===== src/hw/rtl/blkpl_pkg.sv =====
`timescale 1ns / 1ps
// ----------------------------------------------------------------------------
// blkpl_pkg
// Shared types, constants and the rank compare for the best-K placement list.
// ----------------------------------------------------------------------------
package blkpl_pkg;

    localparam int SCORE_BITS     = 16;
    localparam int LEVEL_BITS     = 6;
    localparam int REF_BITS       = 16;
    localparam int WORST_BITS     = SCORE_BITS + 1;
    localparam int COUNT_BITS     = 5;
    localparam int LIST_LEN_BITS  = 5;
    localparam int LIST_LEN_RESET = 10;
    localparam int QUEUE_DEPTH    = 2;

    // Worst score reported while the list is not yet full
    localparam logic [WORST_BITS-1:0] WORST_NOT_FULL = {1'b1, {SCORE_BITS{1'b0}}};

    // Input operation codes
    localparam logic OP_INSERT = 1'b0;
    localparam logic OP_READ   = 1'b1;

    typedef enum logic {
        CMD_INSERT,
        CMD_READ
    } cmd_t;

    typedef enum logic {
        BK_IDLE,
        BK_READ
    } back_state_t;

    typedef struct packed {
        logic                  op;
        logic [SCORE_BITS-1:0] score;
        logic                  is_branch;
        logic                  has_taxonomy;
        logic [LEVEL_BITS-1:0] tax_levels;
        logic [REF_BITS-1:0]   node_ref;
        logic [REF_BITS-1:0]   taxonomy_ref;
    } cand_t;

    typedef struct packed {
        logic [WORST_BITS-1:0] worst_score;
        logic [COUNT_BITS-1:0] entry_count;
        logic                  entry_valid;
        logic [SCORE_BITS-1:0] entry_score;
        logic                  entry_branch;
        logic                  entry_has_tax;
        logic [LEVEL_BITS-1:0] entry_levels;
        logic [REF_BITS-1:0]   entry_node;
        logic [REF_BITS-1:0]   entry_tax;
        logic                  last;
    } result_t;

    typedef struct packed {
        logic [SCORE_BITS-1:0] score;
        logic                  branch;
        logic                  has_tax;
        logic [LEVEL_BITS-1:0] levels;
        logic [REF_BITS-1:0]   node;
        logic [REF_BITS-1:0]   tax;
    } entry_t;

    // Classified work item passed from front to back
    typedef struct packed {
        cmd_t   cmd;
        entry_t entry;
    } work_t;

    // True when a ranks strictly ahead of b
    function automatic logic ranks_before(entry_t a, entry_t b);
        logic res;
        if (a.score != b.score)
            res = (a.score < b.score);
        else if (a.branch != b.branch)
            res = !a.branch;
        else if (a.has_tax != b.has_tax)
            res = a.has_tax;
        else
            res = (a.levels > b.levels);
        return res;
    endfunction

endpackage


===== src/hw/rtl/blkpl_front.sv =====
`timescale 1ns / 1ps
// ----------------------------------------------------------------------------
// blkpl_front
// Accepts candidate transactions, classifies them and hands them to the queue.
// ----------------------------------------------------------------------------
module blkpl_front
    import blkpl_pkg::*;
(
    input  logic  clk,
    input  logic  rst_n,
    input  logic  cand_valid,
    output logic  cand_stall,
    input  cand_t cand,
    output logic  push,
    output work_t push_item,
    input  logic  q_full
);

    logic  vld_reg;
    logic  vld_next;
    work_t item_reg;
    work_t item_next;
    logic  accept;

    // Stall only while the held item cannot move on
    assign cand_stall = vld_reg && q_full;
    assign accept     = cand_valid && !cand_stall;
    assign push       = vld_reg && !q_full;
    assign push_item  = item_reg;

    // Classify the incoming transaction
    always_comb
    begin
        item_next           = item_reg;
        if (accept)
        begin
            item_next.cmd          = (cand.op == OP_READ) ? CMD_READ : CMD_INSERT;
            item_next.entry.score  = cand.score;
            item_next.entry.branch = cand.is_branch;
            item_next.entry.has_tax = cand.has_taxonomy;
            item_next.entry.levels = cand.tax_levels;
            item_next.entry.node   = cand.node_ref;
            item_next.entry.tax    = cand.taxonomy_ref;
        end
        vld_next = accept ? 1'b1 : (push ? 1'b0 : vld_reg);
    end

    always_ff @(posedge clk or negedge rst_n)
    begin
        if (!rst_n)
            vld_reg <= 1'b0;
        else
            vld_reg <= vld_next;
    end

    always_ff @(posedge clk)
    begin
        item_reg <= item_next;
    end

endmodule


===== src/hw/rtl/blkpl_queue.sv =====
`timescale 1ns / 1ps
// ----------------------------------------------------------------------------
// blkpl_queue
// Short FIFO that decouples the classifying front from the list back end.
// ----------------------------------------------------------------------------
module blkpl_queue
    import blkpl_pkg::*;
(
    input  logic  clk,
    input  logic  rst_n,
    input  logic  push,
    input  work_t push_item,
    input  logic  pop,
    output work_t head,
    output logic  full,
    output logic  empty
);

    localparam int PTR_W = (QUEUE_DEPTH > 1) ? $clog2(QUEUE_DEPTH) : 1;
    localparam int CNT_W = $clog2(QUEUE_DEPTH + 1);

    work_t             slot_reg [QUEUE_DEPTH];
    logic [PTR_W-1:0]  wr_ptr_reg;
    logic [PTR_W-1:0]  wr_ptr_next;
    logic [PTR_W-1:0]  rd_ptr_reg;
    logic [PTR_W-1:0]  rd_ptr_next;
    logic [CNT_W-1:0]  cnt_reg;
    logic [CNT_W-1:0]  cnt_next;

    assign full  = (cnt_reg == CNT_W'(QUEUE_DEPTH));
    assign empty = (cnt_reg == '0);
    assign head  = slot_reg[rd_ptr_reg];

    // Advance pointers with wrap at the queue depth
    always_comb
    begin
        wr_ptr_next = wr_ptr_reg;
        rd_ptr_next = rd_ptr_reg;
        cnt_next    = cnt_reg;
        if (push)
            wr_ptr_next = (wr_ptr_reg == PTR_W'(QUEUE_DEPTH - 1)) ? '0 : wr_ptr_reg + 1'b1;
        if (pop)
            rd_ptr_next = (rd_ptr_reg == PTR_W'(QUEUE_DEPTH - 1)) ? '0 : rd_ptr_reg + 1'b1;
        if (push && !pop)
            cnt_next = cnt_reg + 1'b1;
        else if (pop && !push)
            cnt_next = cnt_reg - 1'b1;
    end

    always_ff @(posedge clk or negedge rst_n)
    begin
        if (!rst_n)
        begin
            wr_ptr_reg <= '0;
            rd_ptr_reg <= '0;
            cnt_reg    <= '0;
        end
        else
        begin
            wr_ptr_reg <= wr_ptr_next;
            rd_ptr_reg <= rd_ptr_next;
            cnt_reg    <= cnt_next;
        end
    end

    always_ff @(posedge clk)
    begin
        if (push)
            slot_reg[wr_ptr_reg] <= push_item;
    end

    // Never write into a full queue unless it pops in the same cycle, or read from an empty one
    a_no_overflow: assert property (@(posedge clk) disable iff (!rst_n)
        push |-> (!full || pop))
        else $error("queue push while full");
    a_no_underflow: assert property (@(posedge clk) disable iff (!rst_n)
        pop |-> !empty)
        else $error("queue pop while empty");

endmodule


===== src/hw/rtl/blkpl_back.sv =====
`timescale 1ns / 1ps
// ----------------------------------------------------------------------------
// blkpl_back
// Ranked cell array with parallel compare-and-shift insert, readout sequencer
// and registered result stage.
// ----------------------------------------------------------------------------
module blkpl_back
    import blkpl_pkg::*;
#(
    parameter int MAX_ENTRIES = 16
)
(
    input  logic                     clk,
    input  logic                     rst_n,
    input  logic                     cfg_valid,
    output logic                     cfg_ready,
    input  logic [LIST_LEN_BITS-1:0] cfg_data,
    input  work_t                    head,
    input  logic                     empty,
    output logic                     pop,
    output logic                     result_valid,
    input  logic                     result_stall,
    output result_t                  result
);

    localparam int IDX_W = (MAX_ENTRIES > 1) ? $clog2(MAX_ENTRIES) : 1;
    localparam int CNT_W = $clog2(MAX_ENTRIES + 1);
    localparam int CMP_W = (CNT_W > LIST_LEN_BITS) ? CNT_W : LIST_LEN_BITS;

    entry_t                   cell_reg  [MAX_ENTRIES];
    entry_t                   cell_next [MAX_ENTRIES];
    logic [CNT_W-1:0]         held_reg;
    logic [CNT_W-1:0]         held_next;
    logic [LIST_LEN_BITS-1:0] list_len_reg;
    logic [LIST_LEN_BITS-1:0] list_len_next;
    logic [IDX_W-1:0]         rd_idx_reg;
    logic [IDX_W-1:0]         rd_idx_next;
    back_state_t              state_reg;
    back_state_t              state_next;
    logic                     rslt_vld_reg;
    logic                     rslt_vld_next;
    result_t                  rslt_reg;
    result_t                  rslt_next;

    logic [CNT_W-1:0]         len;
    logic [CNT_W-1:0]         cfg_len;
    logic [CNT_W-1:0]         len_m1;
    logic [MAX_ENTRIES-1:0]   stays;
    logic                     insert_ok;
    logic                     do_insert;
    logic                     cfg_we;
    logic                     slot_free;
    logic                     emit;
    result_t                  emit_data;
    logic [CNT_W-1:0]         ins_last;
    logic [CNT_W-1:0]         held_last;
    logic                     rd_last;
    entry_t                   rd_entry;

    // Clamp a written length to 1..MAX_ENTRIES
    function automatic logic [CNT_W-1:0] eff_len(logic [LIST_LEN_BITS-1:0] v);
        logic [CMP_W-1:0] w;
        logic [CNT_W-1:0] r;
        w = CMP_W'(v);
        if (w == '0)
            r = CNT_W'(1);
        else if (w > CMP_W'(MAX_ENTRIES))
            r = CNT_W'(MAX_ENTRIES);
        else
            r = CNT_W'(w);
        return r;
    endfunction

    assign len       = eff_len(list_len_reg);
    assign cfg_len   = eff_len(cfg_data);
    assign len_m1    = len - 1'b1;
    assign cfg_ready = (state_reg == BK_IDLE);
    assign cfg_we    = cfg_valid && cfg_ready;
    assign slot_free = !rslt_vld_reg || !result_stall;
    assign pop       = (state_reg == BK_IDLE) && !empty && slot_free;
    assign do_insert = pop && (head.cmd == CMD_INSERT);

    // Compare the candidate against every held cell at once
    always_comb
    begin
        for (int i = 0; i < MAX_ENTRIES; i++)
            stays[i] = (CNT_W'(i) < held_reg) && !ranks_before(head.entry, cell_reg[i]);
    end

    assign insert_ok = !stays[len_m1[IDX_W-1:0]];

    // Shift the cells behind the insert point down by one
    always_comb
    begin
        for (int i = 0; i < MAX_ENTRIES; i++)
        begin
            if (!do_insert || !insert_ok || stays[i])
                cell_next[i] = cell_reg[i];
            else if (i == 0)
                cell_next[i] = head.entry;
            else if (stays[i-1])
                cell_next[i] = head.entry;
            else
                cell_next[i] = cell_reg[i-1];
        end
    end

    // Update count and length; a shorter length drops the worst entries
    always_comb
    begin
        held_next     = held_reg;
        list_len_next = list_len_reg;
        if (cfg_we)
        begin
            list_len_next = cfg_data;
            if (held_reg > cfg_len)
                held_next = cfg_len;
        end
        else if (do_insert && insert_ok && (held_reg < len))
            held_next = held_reg + 1'b1;
    end

    assign ins_last  = held_next - 1'b1;
    assign held_last = held_reg - 1'b1;
    assign rd_entry  = cell_reg[rd_idx_reg];
    assign rd_last   = ((CNT_W'(rd_idx_reg) + 1'b1) == held_reg) || (held_reg == '0);

    // Next state
    always_comb
    begin
        state_next = state_reg;
        case (state_reg)
            BK_IDLE:
            begin
                if (pop && (head.cmd == CMD_READ))
                    state_next = BK_READ;
            end
            BK_READ:
            begin
                if (slot_free && rd_last)
                    state_next = BK_IDLE;
            end
            default: state_next = BK_IDLE;
        endcase
    end

    // Result generation and readout index
    always_comb
    begin
        emit        = 1'b0;
        emit_data   = '0;
        rd_idx_next = rd_idx_reg;
        case (state_reg)
            BK_IDLE:
            begin
                rd_idx_next = '0;
                if (do_insert)
                begin
                    emit                  = 1'b1;
                    emit_data.entry_count = COUNT_BITS'(held_next);
                    emit_data.worst_score = (held_next < len) ? WORST_NOT_FULL
                        : WORST_BITS'(cell_next[ins_last[IDX_W-1:0]].score);
                    emit_data.last        = 1'b1;
                end
            end
            BK_READ:
            begin
                if (slot_free)
                begin
                    emit                  = 1'b1;
                    emit_data.entry_count = COUNT_BITS'(held_reg);
                    emit_data.worst_score = (held_reg < len) ? WORST_NOT_FULL
                        : WORST_BITS'(cell_reg[held_last[IDX_W-1:0]].score);
                    emit_data.last        = rd_last;
                    if (held_reg != '0)
                    begin
                        emit_data.entry_valid   = 1'b1;
                        emit_data.entry_score   = rd_entry.score;
                        emit_data.entry_branch  = rd_entry.branch;
                        emit_data.entry_has_tax = rd_entry.has_tax;
                        emit_data.entry_levels  = rd_entry.levels;
                        emit_data.entry_node    = rd_entry.node;
                        emit_data.entry_tax     = rd_entry.tax;
                    end
                    if (!rd_last)
                        rd_idx_next = rd_idx_reg + 1'b1;
                end
            end
            default:
            begin
                rd_idx_next = '0;
            end
        endcase
    end

    // Hold the result while the receiver stalls
    always_comb
    begin
        rslt_vld_next = emit ? 1'b1 : (result_stall ? rslt_vld_reg : 1'b0);
        rslt_next     = emit ? emit_data : rslt_reg;
    end

    assign result_valid = rslt_vld_reg;
    assign result       = rslt_reg;

    always_ff @(posedge clk or negedge rst_n)
    begin
        if (!rst_n)
        begin
            state_reg    <= BK_IDLE;
            held_reg     <= '0;
            list_len_reg <= LIST_LEN_BITS'(LIST_LEN_RESET);
            rd_idx_reg   <= '0;
            rslt_vld_reg <= 1'b0;
        end
        else
        begin
            state_reg    <= state_next;
            held_reg     <= held_next;
            list_len_reg <= list_len_next;
            rd_idx_reg   <= rd_idx_next;
            rslt_vld_reg <= rslt_vld_next;
        end
    end

    always_ff @(posedge clk)
    begin
        rslt_reg <= rslt_next;
        for (int i = 0; i < MAX_ENTRIES; i++)
            cell_reg[i] <= cell_next[i];
    end

    // Count never runs past the active length
    a_held_in_len: assert property (@(posedge clk) disable iff (!rst_n)
        held_reg <= len)
        else $error("held count exceeds list length");

    // Readout index stays inside the held entries
    a_rd_idx_range: assert property (@(posedge clk) disable iff (!rst_n)
        (state_reg == BK_READ) |-> ((CNT_W'(rd_idx_reg) < held_reg) || (held_reg == '0)))
        else $error("readout index past held entries");

    // An insert grows the list by at most one entry
    a_insert_grow: assert property (@(posedge clk) disable iff (!rst_n)
        (do_insert && !cfg_we) |=>
            ((held_reg == $past(held_reg)) || (held_reg == $past(held_reg) + 1'b1)))
        else $error("insert changed count by more than one");

    // A result carrying an entry always comes from a non-empty list
    a_entry_count: assert property (@(posedge clk) disable iff (!rst_n)
        (rslt_vld_reg && rslt_reg.entry_valid) |-> (rslt_reg.entry_count != '0))
        else $error("entry read out of an empty list");

endmodule


===== src/hw/rtl/best_k_placement_list.sv =====
`timescale 1ns / 1ps
// ----------------------------------------------------------------------------
// best_k_placement_list
// Keeps the best K candidate placements in rank order and reads them out.
// ----------------------------------------------------------------------------
// Usage:
//   cand channel (cand_valid / cand_stall / cand): op 0 inserts a candidate,
//   op 1 reads out the whole list. A transaction is taken on a rising edge
//   with cand_valid high and cand_stall low.
//   result channel (result_valid / result_stall / result): one result per
//   insert, one per held entry on readout (one empty result for an empty
//   list); last marks the final result of a transaction.
//   cfg channel (cfg_valid / cfg_ready / cfg_data) writes list_len; it is
//   taken only while no readout runs, and lowering it drops the worst entries.
// Pipeline and throughput:
//   A transaction passes the front register and the queue; its result is
//   registered in the output stage, a readout's after it enters BK_READ.
//   The cell array compares and shifts combinationally, so inserts sustain
//   one per cycle unless stalled. A readout holds the back end and emits
//   one entry per cycle unless stalled, via the sequencer's one read port.
// Reset: list empty, list_len 10. A stalled result holds in the output
// register while the two-entry queue and front register absorb new input.
// ----------------------------------------------------------------------------
module best_k_placement_list
    import blkpl_pkg::*;
#(
    parameter int MAX_ENTRIES = 16
)
(
    input  logic                     clk,
    input  logic                     rst_n,
    input  logic                     cand_valid,
    output logic                     cand_stall,
    input  cand_t                    cand,
    output logic                     result_valid,
    input  logic                     result_stall,
    output result_t                  result,
    input  logic                     cfg_valid,
    output logic                     cfg_ready,
    input  logic [LIST_LEN_BITS-1:0] cfg_data
);

    logic  push;
    work_t push_item;
    logic  pop;
    work_t head;
    logic  q_full;
    logic  q_empty;

    // Accept and classify
    blkpl_front u_front (
        .clk        (clk),
        .rst_n      (rst_n),
        .cand_valid (cand_valid),
        .cand_stall (cand_stall),
        .cand       (cand),
        .push       (push),
        .push_item  (push_item),
        .q_full     (q_full)
    );

    // Decouple front and back
    blkpl_queue u_queue (
        .clk       (clk),
        .rst_n     (rst_n),
        .push      (push),
        .push_item (push_item),
        .pop       (pop),
        .head      (head),
        .full      (q_full),
        .empty     (q_empty)
    );

    // Ranked list and result stage
    blkpl_back #(
        .MAX_ENTRIES (MAX_ENTRIES)
    ) u_back (
        .clk          (clk),
        .rst_n        (rst_n),
        .cfg_valid    (cfg_valid),
        .cfg_ready    (cfg_ready),
        .cfg_data     (cfg_data),
        .head         (head),
        .empty        (q_empty),
        .pop          (pop),
        .result_valid (result_valid),
        .result_stall (result_stall),
        .result       (result)
    );

endmodule


===== config.mk =====
export PLATFORM = sky130hd
export DESIGN_NAME = best_k_placement_list
export DESIGN_NICKNAME = d
export VERILOG_FILES = /design/src/hw/rtl/blkpl_pkg.sv /design/src/hw/rtl/blkpl_front.sv /design/src/hw/rtl/blkpl_queue.sv /design/src/hw/rtl/blkpl_back.sv /design/src/hw/rtl/best_k_placement_list.sv
export SDC_FILE = /design/constraint.sdc
export NUM_CORES = 2
export LEC_CHECK = 0
export CAP_MARGIN = 20
export CORE_MARGIN = 2
export CORE_UTILIZATION = 30
export DETAILED_ROUTE_END_ITERATION = 7
export DONT_BUFFER_PORTS = 1
export GPL_TIMING_DRIVEN = 1
export PLACE_DENSITY_LB_ADDON = 0.08
export SETUP_SLACK_MARGIN = 0.1
export SLEW_MARGIN = 5
export SYNTH_ARGS = -nofsm -noshare
export SYNTH_HDL_FRONTEND = slang
export SYNTH_SLANG_ARGS = --single-unit

===== constraint.sdc =====
create_clock -name clk -period 12.6 [get_ports clk]
set_clock_uncertainty 0.15 [all_clocks]
set_input_delay 0 -clock clk [delete_from_list [all_inputs] [get_ports clk]]
set_output_delay 0 -clock clk [all_outputs]
set_load 0.05 [all_outputs]

==> metrics.md <==
| Metric | Value |
|---|---|
| Critical path fanouts, max | 34 |
| Critical register-to-register path startpoint | u_queue.rd_ptr_reg$_DFFE_PN0P_ |
| Pre-CTS WS | 3.069 ns |
| CP Cell Sequence | buf_4 > mux2i_1 > inv_1 > buf_4 > ha_1 > a211oi_1 > nor2_1 > o31ai_1 > a2111oi_0 > nor4bb_1 > a31oi_1 > and4b_1 > a22oi_4 > buf_4 > mux2i_1 > nor2_4 > buf_4 > a21oi_2 > mux2i_4 > o21ba_1 > nor4_1 > o22ai_1 |
| Top Layer Used | met5 |
| Most used cell, CP | buf_4 |
| Root Driver | clkbuf_16 |
| Io pins | 150 |
| Port-buffer cells | 0 |
| Max Fclk | 104.3 MHz |
| Slew HR | 20.43% |
| DR WL/cell | 31.49 um |
| Worst-path cell with the longest stage delay | mux2i_4 |
| DRT iter0 DRCs | 4879 |
| Worst skew pair latency | 0.86 ns |
| Synth Flop Type | edfxtp_1 |
| Share of the yosys chip area belonging to registers | 48.67% |
| Outcome | completed |
| Num Clock Sinks | 1168 |
| Finished Layout Cells | 9290 |
| Layout Nets | 6633 |
| Met3 WL | 16300 um |
| DRT Wirelength | 292600 um |
| Share of layout cells above drive strength 1 | 14.33% |
| Area growth from synthesis to layout | 15.24% |
| # DRC | 0 |
| RD Place Congestion | 0.9169 |
| Synth Warn # | 0 |
| Post-synth EDFFs | 891 |
| Number of global-route vias before repair | 50720 |
| Total track usage | 25.65% |
| Syn Area/Cell | 10.82 um2 |
| Post-CTS Setup Bufs | 0 |
| Post-synthesis async set-or-reset flop share | 1.798% |
| CORE AREA | 0.2202 mm2 |
| Metal1 wirelength | 128800 um |
| Total placed cells including tap cells | 8856 |
| Reg clk slew, reported paths | 0.06 ns |
| CTS buffer count | 151 |
| Initial Util | 30.25% |
| Fin crit share | 76.07% |
| Final setup margin | 3.015 ns |
| DR vias/cell | 5.543 |
| Dpl hpwl | 185600 um |
| CTS H-tree depth | 4 |
| RSZ-0062 raised after global routing | false |
| Slew Limit Fails | 0 |
| FF+latch count, synth | 1168 |
| Setup tns final | 0 ns |
| Met2 WL | 136400 um |
| Critical path endpoint category | flop |
| Die footprint | 0.2258 mm2 |
| # Max-Cap Violations | 0 |
| Worst Min Path Start | cand[37] |
| Cell family with most CP delay | compound AO/OA/AOI/OAI gates |
| Hold Crit Class | input pin to flop |
| CP bufs+invs | 5 |
| Largest net degree at the start of global routing | 117 |
| CP Launch Type | flop |
| Final min period | 9.585 ns |
| Num rows | 172 |
| Worst Setup Path Type | flop to flop |
| CTS tree | yes |
| CP Data Required Time | 13.00 ns |
| Syn Std Cell Area | 0.06659 mm2 |
| Width of the die | 475.1 um |
| Setup violations, final | 0 |
| First-pass GRT wire length | 408700 um |
| GRT overflow | 0 |
| Worst EP arrival | 9.98 ns |
| CTS Buffer Depth | 3 |
| Via count | 51490 |
| DRT antenna net count | 0 |
| Yosys cell types | 92 |
| Post-synthesis cell count | 6157 |
| DRT Pass-1 Iters | 5 |
| Initial antenna violation count | 16 |
| Tightest Pin Transition | 1.183 ns |
| Worst setup path startpoint | u_queue.rd_ptr_reg$_DFFE_PN0P_ |
| Hold Fails Final Rpt | 0 |
| Dpl cell area | 0.07044 mm2 |
| Syn nets | 6595 |
| Worst path max stage delay | 0.90 ns |
| Die height | 475.1 um |
| Finished Cell Area | 0.07674 mm2 |
-- worst register-to-register path, cell delays in order, from the launching register on --
cell	delay, ns
dfrtp_4	0.82
buf_4	0.46
mux2i_1	0.86
inv_1	0.09
buf_4	0.28
ha_1	0.35
a211oi_1	0.24
nor2_1	0.07
o31ai_1	0.75
a2111oi_0	0.32
nor4bb_1	0.35
a31oi_1	0.08
and4b_1	0.25
a22oi_4	0.69
buf_4	0.48
mux2i_1	0.20
nor2_4	0.38
buf_4	0.57
a21oi_2	0.27
mux2i_4	0.90
o21ba_1	0.29
nor4_1	0.32
o22ai_1	0.12
-- synth_stat cells (7+ instances only) --
cell | instances | area (um2)
nand4_1 | 65 | 406.6
mux2_1 | 9 | 101.4
o21ba_2 | 10 | 100.1
nor3_1 | 104 | 520.5
nand2_1 | 769 | 2887
ha_1 | 371 | 4642
nand3_1 | 29 | 145.1
and4_1 | 8 | 70.07
nor2b_1 | 20 | 125.1
clkbuf_1 | 316 | 1186
mux2_2 | 94 | 1059
and2_1 | 8 | 50.05
o21ba_1 | 21 | 210.2
a211oi_1 | 24 | 180.2
a2111oi_0 | 13 | 113.9
a21o_1 | 37 | 277.8
nor2_1 | 516 | 1937
and3_1 | 65 | 406.6
inv_1 | 415 | 1558
o31ai_1 | 7 | 52.55
buf_2 | 48 | 240.2
nor4_1 | 22 | 137.6
xor2_1 | 8 | 70.07
a221oi_1 | 10 | 87.58
nand2b_1 | 27 | 168.9
xnor2_1 | 8 | 70.07
o211ai_1 | 37 | 277.8
buf_4 | 7 | 52.55
o21ai_1 | 7 | 35.03
a21oi_1 | 392 | 1962
o21a_1 | 10 | 75.07
buf_1 | 55 | 206.5
a31oi_1 | 20 | 125.1
dfxtp_1 | 256 | 5125
o21ai_0 | 725 | 3628
mux4_2 | 344 | 7747
mux2i_1 | 180 | 1802
dfrtp_1 | 19 | 475.5
edfxtp_1 | 891 | 26760
o22ai_1 | 46 | 287.8
or3_1 | 21 | 131.4
-- per-layer routing --
layer / vias up / GRT usage (%)
li1: 22790 / -
met1: 26460 / 34.68
met2: 1802 / 41.66
met3: 436 / 3.840
met4: 4 / 9.155
met5: - / 0
-- cells in the final DEF (no fill, tap or decap), types with 103 or more instances in the layout --
cell,count
a21oi_1,389
buf_4,156
clkbuf_16,152
dfxtp_1,256
dlygate4sd3_1,140
edfxtp_1,891
ha_1,370
inv_1,415
mux2i_1,168
mux4_2,344
nand2_1,762
nor2_1,507
nor3_1,103
o21ai_0,725
-- cell type report --
type                       count  area, um2
sequential                  1168      32430
fill                       21980     143400
antenna                       15      37.54
tap                         2958       3701
clock inverter                66      665.6
inverter                     421       1588
timing repair buffer         312       2885
multi-input combinational   4141      31310
clock buffer                 209       4118
-- cells by family after synthesis --
logic type | Yosys count | share of synthesized area [%]
DFF | 1168 | 48.67
and+or+nand+nor | 1688 | 10.88
buffers and inverters | 848 | 4.932
AOI/OAI and AO/OA | 1433 | 12.16
adders and majority gates | 376 | 7.046
muxes | 628 | 16.10
xor gates and xnor gates | 16 | 0.2105
-- per-stage QoR --
stage | hold WS, ns | utilization [%]
3_3_place_gp | -0.4449 | 31.97
5_1_grt | 0.1337 | 34.85
2_1_floorplan | -0.4456 | -
4_1_cts | 0.07968 | 34.82
3_5_place_dp | -0.4449 | 32.00
6_report | 0.1630 | 34.86
-- timing repair --
action | 4_1_cts | 5_1_grt
hold buffers | 142 | 0
hold endpoints to repair | 169 | 0
gates resized for setup | 0 | 0
-- path summary, 6_finish.rpt --
path,endpoint,slack [ns],depth (start not counted)
setup / recovery,u_back.result[77]$_DFFE_PP_,3.02,22
hold reg to reg,u_queue.slot_reg[0][21]$_DFFE_PP_,0.28,0
hold / removal,u_front.push_item[37]$_DFFE_PP_,0.16,2
min in group asynchronous,u_back.list_len_reg[0]$_DFFE_PN0P_,0.59,5
max in group asynchronous,u_back.list_len_reg[3]$_DFFE_PN1P_,11.48,5
setup reg to reg,u_back.result[77]$_DFFE_PP_,3.02,22
Power is not shown: default switching activity piles up to over one toggle a cycle in this logic, so the estimate is an artifact.
